==> src/hdl/spq_pkg.sv <==
// Shared types and constants for the stable minimum priority queue.
// No dependencies; every other file imports this package.
`default_nettype none

package spq_pkg;

  localparam int CAPACITY = 16;
  localparam int CNT_W    = $clog2(CAPACITY + 1);
  localparam int VAL_W    = 32;
  localparam int PRIO_W   = 16;
  localparam int ECNT_W   = 5;

  localparam logic ACT_ENQ = 1'b0;
  localparam logic ACT_DEQ = 1'b1;

  typedef enum logic [1:0] {
    ST_OK    = 2'd0,
    ST_EMPTY = 2'd1,
    ST_FULL  = 2'd2
  } status_t;

  typedef struct packed {
    logic signed [VAL_W-1:0] value;
    logic [PRIO_W-1:0]       prio;
  } slot_t;

  // Per-cell control from the top level.
  typedef struct packed {
    logic ins;        // insert request this cycle
    logic rem;        // remove head this cycle
    logic occ;        // cell holds a live entry
    logic left_keep;  // left neighbor keeps its entry (tied high at the head)
  } cell_ctrl_t;

endpackage

`default_nettype wire

==> src/hdl/spq_cell.sv <==
// One slot of the sorted chain: holds an entry and shifts it on insert/remove.
// Depends on spq_pkg.
`default_nettype none

module spq_cell import spq_pkg::*; (
  input  logic       clk,
  input  cell_ctrl_t ctrl,
  input  slot_t      new_slot,
  input  slot_t      left_slot,
  input  slot_t      right_slot,
  output slot_t      slot,
  output logic       keep
);

  slot_t slot_r;
  slot_t slot_nxt;

  // Stay put when live and not later in order than the new entry (ties stay ahead).
  assign keep = ctrl.occ && (slot_r.prio <= new_slot.prio);
  assign slot = slot_r;

  always_comb begin
    slot_nxt = slot_r;
    if (ctrl.ins) begin
      if (!keep) begin
        slot_nxt = ctrl.left_keep ? new_slot : left_slot;
      end
    end else if (ctrl.rem) begin
      slot_nxt = right_slot;
    end
  end

  always_ff @(posedge clk) begin
    slot_r <= slot_nxt;
  end

endmodule

`default_nettype wire

==> src/hdl/stable_min_priority_queue_core.sv <==
// Top level of the stable minimum priority queue: chain of spq_cell slots,
// fill counter and registered result. Depends on spq_pkg and spq_cell.
//
//   channel | direction | handshake          | payload
//   in      | input     | in_valid/in_stall  | action, item_value, item_priority
//   out     | output    | out_valid/out_stall| value, status, is_empty, is_full, count
//
// One request per cycle unless stalled: all slots compare and shift in the same cycle.
// The result appears in the output register in the cycle after acceptance.
// in_stall is high only while a result is held and out_stall is high.
// Synchronous active-low reset empties the queue; no clearing pass is needed.
`default_nettype none

module stable_min_priority_queue_core import spq_pkg::*; (
  input  logic                     clk,
  input  logic                     rst_n,
  input  logic                     in_valid,
  output logic                     in_stall,
  input  logic                     in_action,
  input  logic signed [VAL_W-1:0]  in_item_value,
  input  logic [PRIO_W-1:0]        in_item_priority,
  output logic                     out_valid,
  input  logic                     out_stall,
  output logic signed [VAL_W-1:0]  out_value,
  output logic [1:0]               out_status,
  output logic                     out_is_empty,
  output logic                     out_is_full,
  output logic [ECNT_W-1:0]        out_entry_count
);

  logic [CNT_W-1:0] count_r, count_nxt;
  logic             out_valid_r;
  logic signed [VAL_W-1:0] value_r, value_nxt;
  status_t          status_r, status_nxt;

  logic  accept, empty, full, do_ins, do_rem;
  slot_t new_slot;
  slot_t slots [CAPACITY];
  logic  keeps [CAPACITY];

  assign in_stall = out_valid_r && out_stall;
  assign accept   = in_valid && !in_stall;
  assign empty    = (count_r == '0);
  assign full     = (count_r >= CNT_W'(CAPACITY));
  assign do_ins   = accept && (in_action == ACT_ENQ) && !full;
  assign do_rem   = accept && (in_action == ACT_DEQ) && !empty;

  assign new_slot.value = in_item_value;
  assign new_slot.prio  = in_item_priority;

  for (genvar i = 0; i < CAPACITY; i++) begin : g_cell
    cell_ctrl_t ctrl;
    slot_t      left_s, right_s;

    assign ctrl.ins       = do_ins;
    assign ctrl.rem       = do_rem;
    assign ctrl.occ       = (count_r > CNT_W'(i));
    assign ctrl.left_keep = (i == 0) ? 1'b1 : keeps[(i == 0) ? 0 : i-1];
    assign left_s  = slots[(i == 0) ? 0 : i-1];
    assign right_s = slots[(i == CAPACITY-1) ? i : i+1];

    spq_cell u_cell (
      .clk        (clk),
      .ctrl       (ctrl),
      .new_slot   (new_slot),
      .left_slot  (left_s),
      .right_slot (right_s),
      .slot       (slots[i]),
      .keep       (keeps[i])
    );
  end

  always_comb begin
    count_nxt  = count_r;
    value_nxt  = '0;
    status_nxt = ST_OK;
    unique case (in_action)
      ACT_ENQ: begin
        if (full) begin
          status_nxt = ST_FULL;
        end else begin
          count_nxt = count_r + CNT_W'(1);
        end
      end
      ACT_DEQ: begin
        if (empty) begin
          status_nxt = ST_EMPTY;
        end else begin
          count_nxt = count_r - CNT_W'(1);
          value_nxt = slots[0].value;
        end
      end
      default: ;
    endcase
  end

  always_ff @(posedge clk) begin
    if (!rst_n) begin
      count_r     <= '0;
      out_valid_r <= 1'b0;
    end else begin
      if (accept) begin
        count_r     <= count_nxt;
        out_valid_r <= 1'b1;
      end else if (!out_stall) begin
        out_valid_r <= 1'b0;
      end
    end
  end

  always_ff @(posedge clk) begin
    if (accept) begin
      value_r  <= value_nxt;
      status_r <= status_nxt;
    end
  end

  assign out_valid       = out_valid_r;
  assign out_value       = value_r;
  assign out_status      = status_r;
  // Count register already holds the level after the request in the output register.
  assign out_is_empty    = (count_r == '0);
  assign out_is_full     = (count_r >= CNT_W'(CAPACITY));
  assign out_entry_count = ECNT_W'(count_r);

endmodule

`default_nettype wire

==> config.mk <==
export PLATFORM = sky130hd
export DESIGN_NAME = stable_min_priority_queue_core
export DESIGN_NICKNAME = d
export VERILOG_FILES = /design/src/hdl/spq_pkg.sv /design/src/hdl/spq_cell.sv /design/src/hdl/stable_min_priority_queue_core.sv
export SDC_FILE = /design/constraint.sdc
export NUM_CORES = 2
export LEC_CHECK = 0
export BUFFER_PORTS_ARGS = -buffer_cell sky130_fd_sc_hd__buf_2
export CAP_MARGIN = 20
export CORE_MARGIN = 2
export CORE_UTILIZATION = 50
export CTS_CLUSTER_DIAMETER = 40
export DETAILED_ROUTE_END_ITERATION = 6
export GPL_TIMING_DRIVEN = 0
export PLACE_DENSITY = 0.76
export SLEW_MARGIN = 20
export SYNTH_ARGS = -nofsm -noshare
export SYNTH_HDL_FRONTEND = slang
export SYNTH_SLANG_ARGS = --single-unit
==> constraint.sdc <==
create_clock -name clk -period 7.07 [get_ports clk]
set_input_delay 0.707 -clock clk [delete_from_list [all_inputs] [get_ports clk]]
set_output_delay 0.707 -clock clk [all_outputs]
set_load 0.005 [all_outputs]
; Yosys cells after proc, flatten, opt, wreduce, memory -nomap -nowiden
; Index checks and enable logic that the tools add are counted.
[op_classes]
add_sub_neg = 2
multipliers = 0
div_mod_pow = 0
magnitude_cmp = 33
eq_ne = 18
n_shift = 0
mux = 68
n_bitwise = 2
reduce_logical = 45
[ops]
columns = op, count
row1 = two-way mux 48 bit, 60
row2 = less-or-equal comparator 16 bit, 16
row3 = "> comparator 5 x 4 -> 1 bit, second input constant", 8
row4 = "!= test 2 bit, second input constant", 17
row5 = AND reduction 2 bit, 16
row6 = logical AND 1 bit, 22
row7 = "> comparator 5 x 3 -> 1 bit, second input constant", 4
row8 = "> comparator 5 x 1 -> 1 bit, second input constant", 2
row9 = "> comparator 5 x 2 -> 1 bit, second input constant", 2
row10 = two-way mux 5 bit, 2
row11 = case mux 5 bit (2 select lines), 1
row12 = "adder 5 x 1 -> 5 bit, second input constant", 1
row13 = ">= comparator 5 bit, second input constant", 1
row14 = zero test 5 bit, 1
row15 = "subtractor 5 x 1 -> 5 bit, second input constant", 1
row16 = case mux 2 bit (2 select lines), 1
row17 = zero test 1 bit, 3
row18 = two-way mux 1 bit, 3
row19 = AND reduction 3 bit, 1
row20 = two-way mux 2 bit, 1
row21 = "!= test 2 x 1 -> 1 bit, second input constant", 1
row22 = inverter 1 bit, 2
row23 = nonzero test 2 bit, 1
row24 = OR reduction 2 bit, 1
[word_totals]
register_bits = 808
latchBits = 0
ram_bits = 0
rom_bits = 0
inputBits = 53
out_inout_bits = 43
word_cells = 204
memories = 0

; Logic depth before layout (Yosys ltp)
[logic_depth]
word_depth = 7
mapped_depth = 11
depth_no_buf = 8

; Cells and area by module
; From an unflattened synthesis, not the netlist that was laid out.
[hier_totals]
hier_cells = 4446
hier_area_um2 = 48385.2
[modules_own_cells]
columns = module, instances, cells_each, area_each_um2, seq_area_each_um2
row1 = spq_cell (g_cell[0].u_cell ...), 12, 268, 2906.5, 1441.4
row2 = spq_cell (g_cell[6].u_cell ...), 4, 268, 2909.0, 1441.4
row3 = stable_min_priority_queue_core, 1, 158, 1870.5, 1141.1

; Worst setup path before layout
; Ideal clock, no wire load.
[synth_timing]
path_kind = input port to flip-flop
from = input port in_item_priority[14]
to = register g_cell[7].u_cell.slot_r, in the netlist g_cell[7].u_cell.slot[0] (enable)
setup_ns = 0.520
arrival_ns = 5.965
t_required_ns = 6.550
path_slack_ns = 0.586
path_stages = 10
n_path_buf = 3
cell_sequence = clkbuf_1 -> inv_1 -> ha_1 -> and4_1 -> nand2_1 -> o22ai_1 -> o31ai_1 -> buf_4 -> buf_4 -> o21ai_0
[synth_via]
elab_chain_cells = 4
[synth_lines]
columns = element, line_no
row1 = start: declaration, stable_min_priority_queue_core.sv:21  ; input logic [PRIO_W-1:0] in_item_priority,
row2 = less-or-equal comparator 16 bit, spq_cell.sv:19  ; assign keep = ctrl.occ && (slot_r.prio <= new_slot.prio);
row3 = logical AND 1 bit, spq_cell.sv:19
row4 = != test 2 bit (no line), n/a
row5 = AND reduction 2 bit (no line), n/a
row6 = end signal: assignment, spq_cell.sv:34  ; slot_r <= slot_nxt;
row7 = end: declaration, spq_cell.sv:15  ; slot_t slot_r;
; No other way between the ends.
; A chain may end at the register's enable or synchronous reset.

; Final worst setup path
[layout_timing]
from = input port in_item_priority[13]
to = register g_cell[12].u_cell.slot_r, in the netlist g_cell[12].u_cell.slot[19] (enable)
[layout_via]
elab_chain_cells = 4
[layout_lines]
columns = element, line_no
row1 = less-or-equal comparator 16 bit, spq_cell.sv:19
row2 = logical AND 1 bit, spq_cell.sv:19
row3 = != test 2 bit (no line), n/a
row4 = AND reduction 2 bit (no line), n/a
row5 = end signal: assignment, spq_cell.sv:34
row6 = end: declaration, spq_cell.sv:15
; No other way between the ends.

==> flow_summary_export.csv <==
group,metric,value,unit
clock_tree,numCtsBuffers,143,
global_routing,antenna_found_initial,6,
final_layout,fin_util,58.7,%
global_routing,grt_pass1_wl,336000,um
floorplan,dieHeight,323,um
worst_hold_path,hold_class,"input pin to flip-flop",
worst_setup_path,crit_required,7.55,ns
flow_run,drv_cap,0,
clock_tree,htreeDepth,4,
final_layout,register_area,0.0242,mm^2
worst_hold_path,hold_end,"out_valid$_SDFFE_PN0P_",
placement,place_worst_setup_slack,0.385,ns
placement,dpl.hpwl,174000,um
floorplan,fp.dieArea,0.105,mm^2
worst_setup_path,r2r-start,"g_cell[12].u_cell.slot[13]$_DFFE_PP_",
timing,finalHoldViolCount,0,
synth,syn_nets,5395,
synth,synthArstFlopShare,0,%
timing,max_slew_margin,14.7,%
synth,ys_types,64,
worst_setup_path,arrival,6.43,ns
timing,layout_min_cycle_time,5.95,ns
worst_hold_path,hp-start,"in_valid",
worst_setup_path,endpoint_kind,"flip-flop",
worst_setup_path,slowest_delay,1.11,ns
timing,finalClockSkew,0.0318,ns
outcome,status,"complete, but fails checks",
synth,synth_ff_type,"edfxtp_1",
placement,place_congestion,1.03,
clock_tree,clock_path_buffers,3,
timing,rsz0062_at_grt,"false",
floorplan,boundaryPins,96,
power,peakVddDrop,0.212,mV
timing,period_share,84.2,%
timing,whs,0.167,ns
synth,synth.top_cell.area_share,47.2,%
worst_setup_path,r2r-end,"g_cell[12].u_cell.slot[19]$_DFFE_PP_",
placement,place_area,0.0546,mm^2
worst_setup_path,critPathBufInv,7,
worst_hold_path,whs_path_depth,2,
power,leakage,0.0217,uW
outcome,failed_checks,"design-rule violations",
floorplan,initial_core_util,50.3,%
timing,tightestPinTransition,1.27,ns
detailed_routing,antenna_left,0,
worst_setup_path,cp_top_family,"buffers and inverters",
floorplan,die_x,323,um
final_layout,drive_gt1_share,11.3,%
global_routing,grt_usage,44.8,%
detailed_routing,wirelength,240000,um
placement,io_buffers,94,
timing,fin_tns_setup,0,ns
global_routing,grt_pass1_vias,47500,
synth,ys_ff_latch,808,
clock_tree,clock_latency,0.79,ns
clock_tree,clock_sinks,808,
worst_setup_path,setup.worst_path.start,"in_item_priority[13]",
worst_setup_path,r2r_setup_slack,2.32,ns
detailed_routing,dr.pass1.iters,7,
synth,synth_warnings,0,
worst_setup_path,crit_slowest_cell,"a2111oi_1",
synth,synthCells,5081,
clock_tree,cts_tree,"built",
worst_setup_path,critPathKind,"input pin to flip-flop",
synth,synth-edff-count,802,
synth,synth_most_common_cell,"edfxtp_1",
synth,ys_seq_area_share,47.4,%
timing,report.final.slew_viol_count,0,
synth,synthTopCellsByCount,"edfxtp_1 (802), nor2_1 (584), nand2_1 (488), clkbuf_1 (444), o221ai_1 (442)",
synth,avgSynthCellArea,10.0,um^2
detailed_routing,wire_per_inst,35.0,um
detailed_routing,dr.first_iter.drc_count,10200,
final_layout,multi_input_area,0.0246,mm^2
synth,synthesis.area,0.0510,mm^2
synth,synth_top_cell_by_area,"edfxtp_1",
clock_tree,postCtsHoldBufs,0,
final_layout,area_growth,16.7,%
global_routing,grt_overflow,0,
timing,setup_viol,0,
detailed_routing,drc,7,
synth,synth_area_leaders,"edfxtp_1 (47%), o221ai_1 (7.6%), a221oi_1 (6.6%)",
final_layout,final_cell_area,0.0595,mm^2
worst_setup_path,cp-start-kind,"input pin",
detailed_routing,avgViaCountPerCell,7.49,
final_layout,nFillCells,8591,
timing,fin_ws,1.12,ns
final_layout,nNetsFinal,5685,
clock_tree,path_clk_slew,0.05,ns
detailed_routing,vias,51400,
worst_setup_path,cp_max_fo,18,
clock_tree,postCtsSetupRepairBufs,0,
worst_setup_path,critical_path.cell_chain,"buf_2 > clkbuf_1 > inv_1 > ha_1 > nand4_1 > a2111oi_1 > a2111oi_4 > clkbuf_1 > buf_2 > o221ai_4 > buf_16 > buf_16",
timing,fmax,0.168,GHz
clock_tree,root_buffer,"clkbuf_16",
floorplan,placeableCoreArea,0.101,mm^2
floorplan,row_count,117,
power,power_density,358,mW/mm^2
worst_setup_path,r2r_cells,9,
global_routing,grt_max_degree,31,
clock_tree,cts_resized,0,
flip-flops by register name, summed over array words and instances, names as in the netlist:
signal,flops
out_entry_count,5
out_value,32
out_valid,1
out_status,2
g_cell.u_cell.slot,768
through the flow:
step,std cells,total power (uW)
final,6860,21300
after global routing,6854,21700
after CTS,6852,20800
after detailed placement,6593,13700
after global placement,6543,13300
after floorplan,5081,10900
cells in the final DEF, fill, tap and decap left out, types with 58 or more instances in the layout:
cell type / instances
inv_1: 82
a221oi_1: 384
buf_2: 190
clkbuf_16: 148
o21ai_0: 61
nor2_1: 584
o221ai_1: 434
edfxtp_1: 802
nand4_1: 58
nor3_1: 386
clkbuf_1: 448
a21oi_1: 325
ha_1: 261
nand2_1: 485
mux2i_1: 192
kinds of logic (layout without fill, tap and decap cells):
| kind of cell | Yosys count | count (layout) | share of synthesized area, % |
|---|---|---|---|
| flip-flops | 808 | 808 | 47.4 |
| AND/OR/NAND/NOR | 1729 | 1729 | 15.0 |
| multiplexers | 240 | 240 | 4.83 |
| adder cells (fa/ha/maj) | 261 | 261 | 6.40 |
| buffers and inverters | 641 | 1045 | 5.02 |
| XOR/XNOR | 4 | 4 | 0.0687 |
| other | 0 | 7 | 0 |
| AO/OA/AOI/OAI | 1398 | 1398 | 21.2 |
metal layers:
layer  wire, um  GRT usage (%)  share of wire (%)  vias to the layer above
li1           -              -                  -                    20700
met1      86600           59.3                 36                    24500
met4      22300           33.7                9.3                        2
met5          9              0             0.0037                        -
met2      93600           60.0                 39                     5208
met3      37800           15.2                 16                      946
area by class of cell:
cell class,count,area share [%]
Clock inverter,94,1.78
Antenna cell,7,0.0294
Tap cell,1368,2.87
Timing Repair Buffer,145,2.60
Inverter,84,0.534
Buffer,557,3.79
Sequential cell,808,40.7
Multi-Input combinational cell,3632,41.4
Clock buffer,165,6.38
where the power goes:
group / switching [uW] / leakage (uW) / internal [uW]
combinational: 4440 / 0.0117 / 2040
sequential: 867 / 0.00766 / 6740
clock: 2680 / 0.00234 / 4550
worst max-delay path by stage:
stage / endpoint / cells past startpoint
2_1_floorplan: g_cell[7].u_cell.slot[0]$_DFFE_PP_ / 10
3_3_place_gp: g_cell[5].u_cell.slot[26]$_DFFE_PP_ / 11
3_5_place_dp: g_cell[4].u_cell.slot[18]$_DFFE_PP_ / 14
4_1_cts: g_cell[4].u_cell.slot[23]$_DFFE_PP_ / 14
5_1_grt: g_cell[4].u_cell.slot[20]$_DFFE_PP_ / 14
6_report: g_cell[12].u_cell.slot[19]$_DFFE_PP_ / 12
(Power assumes the default switching activity.)
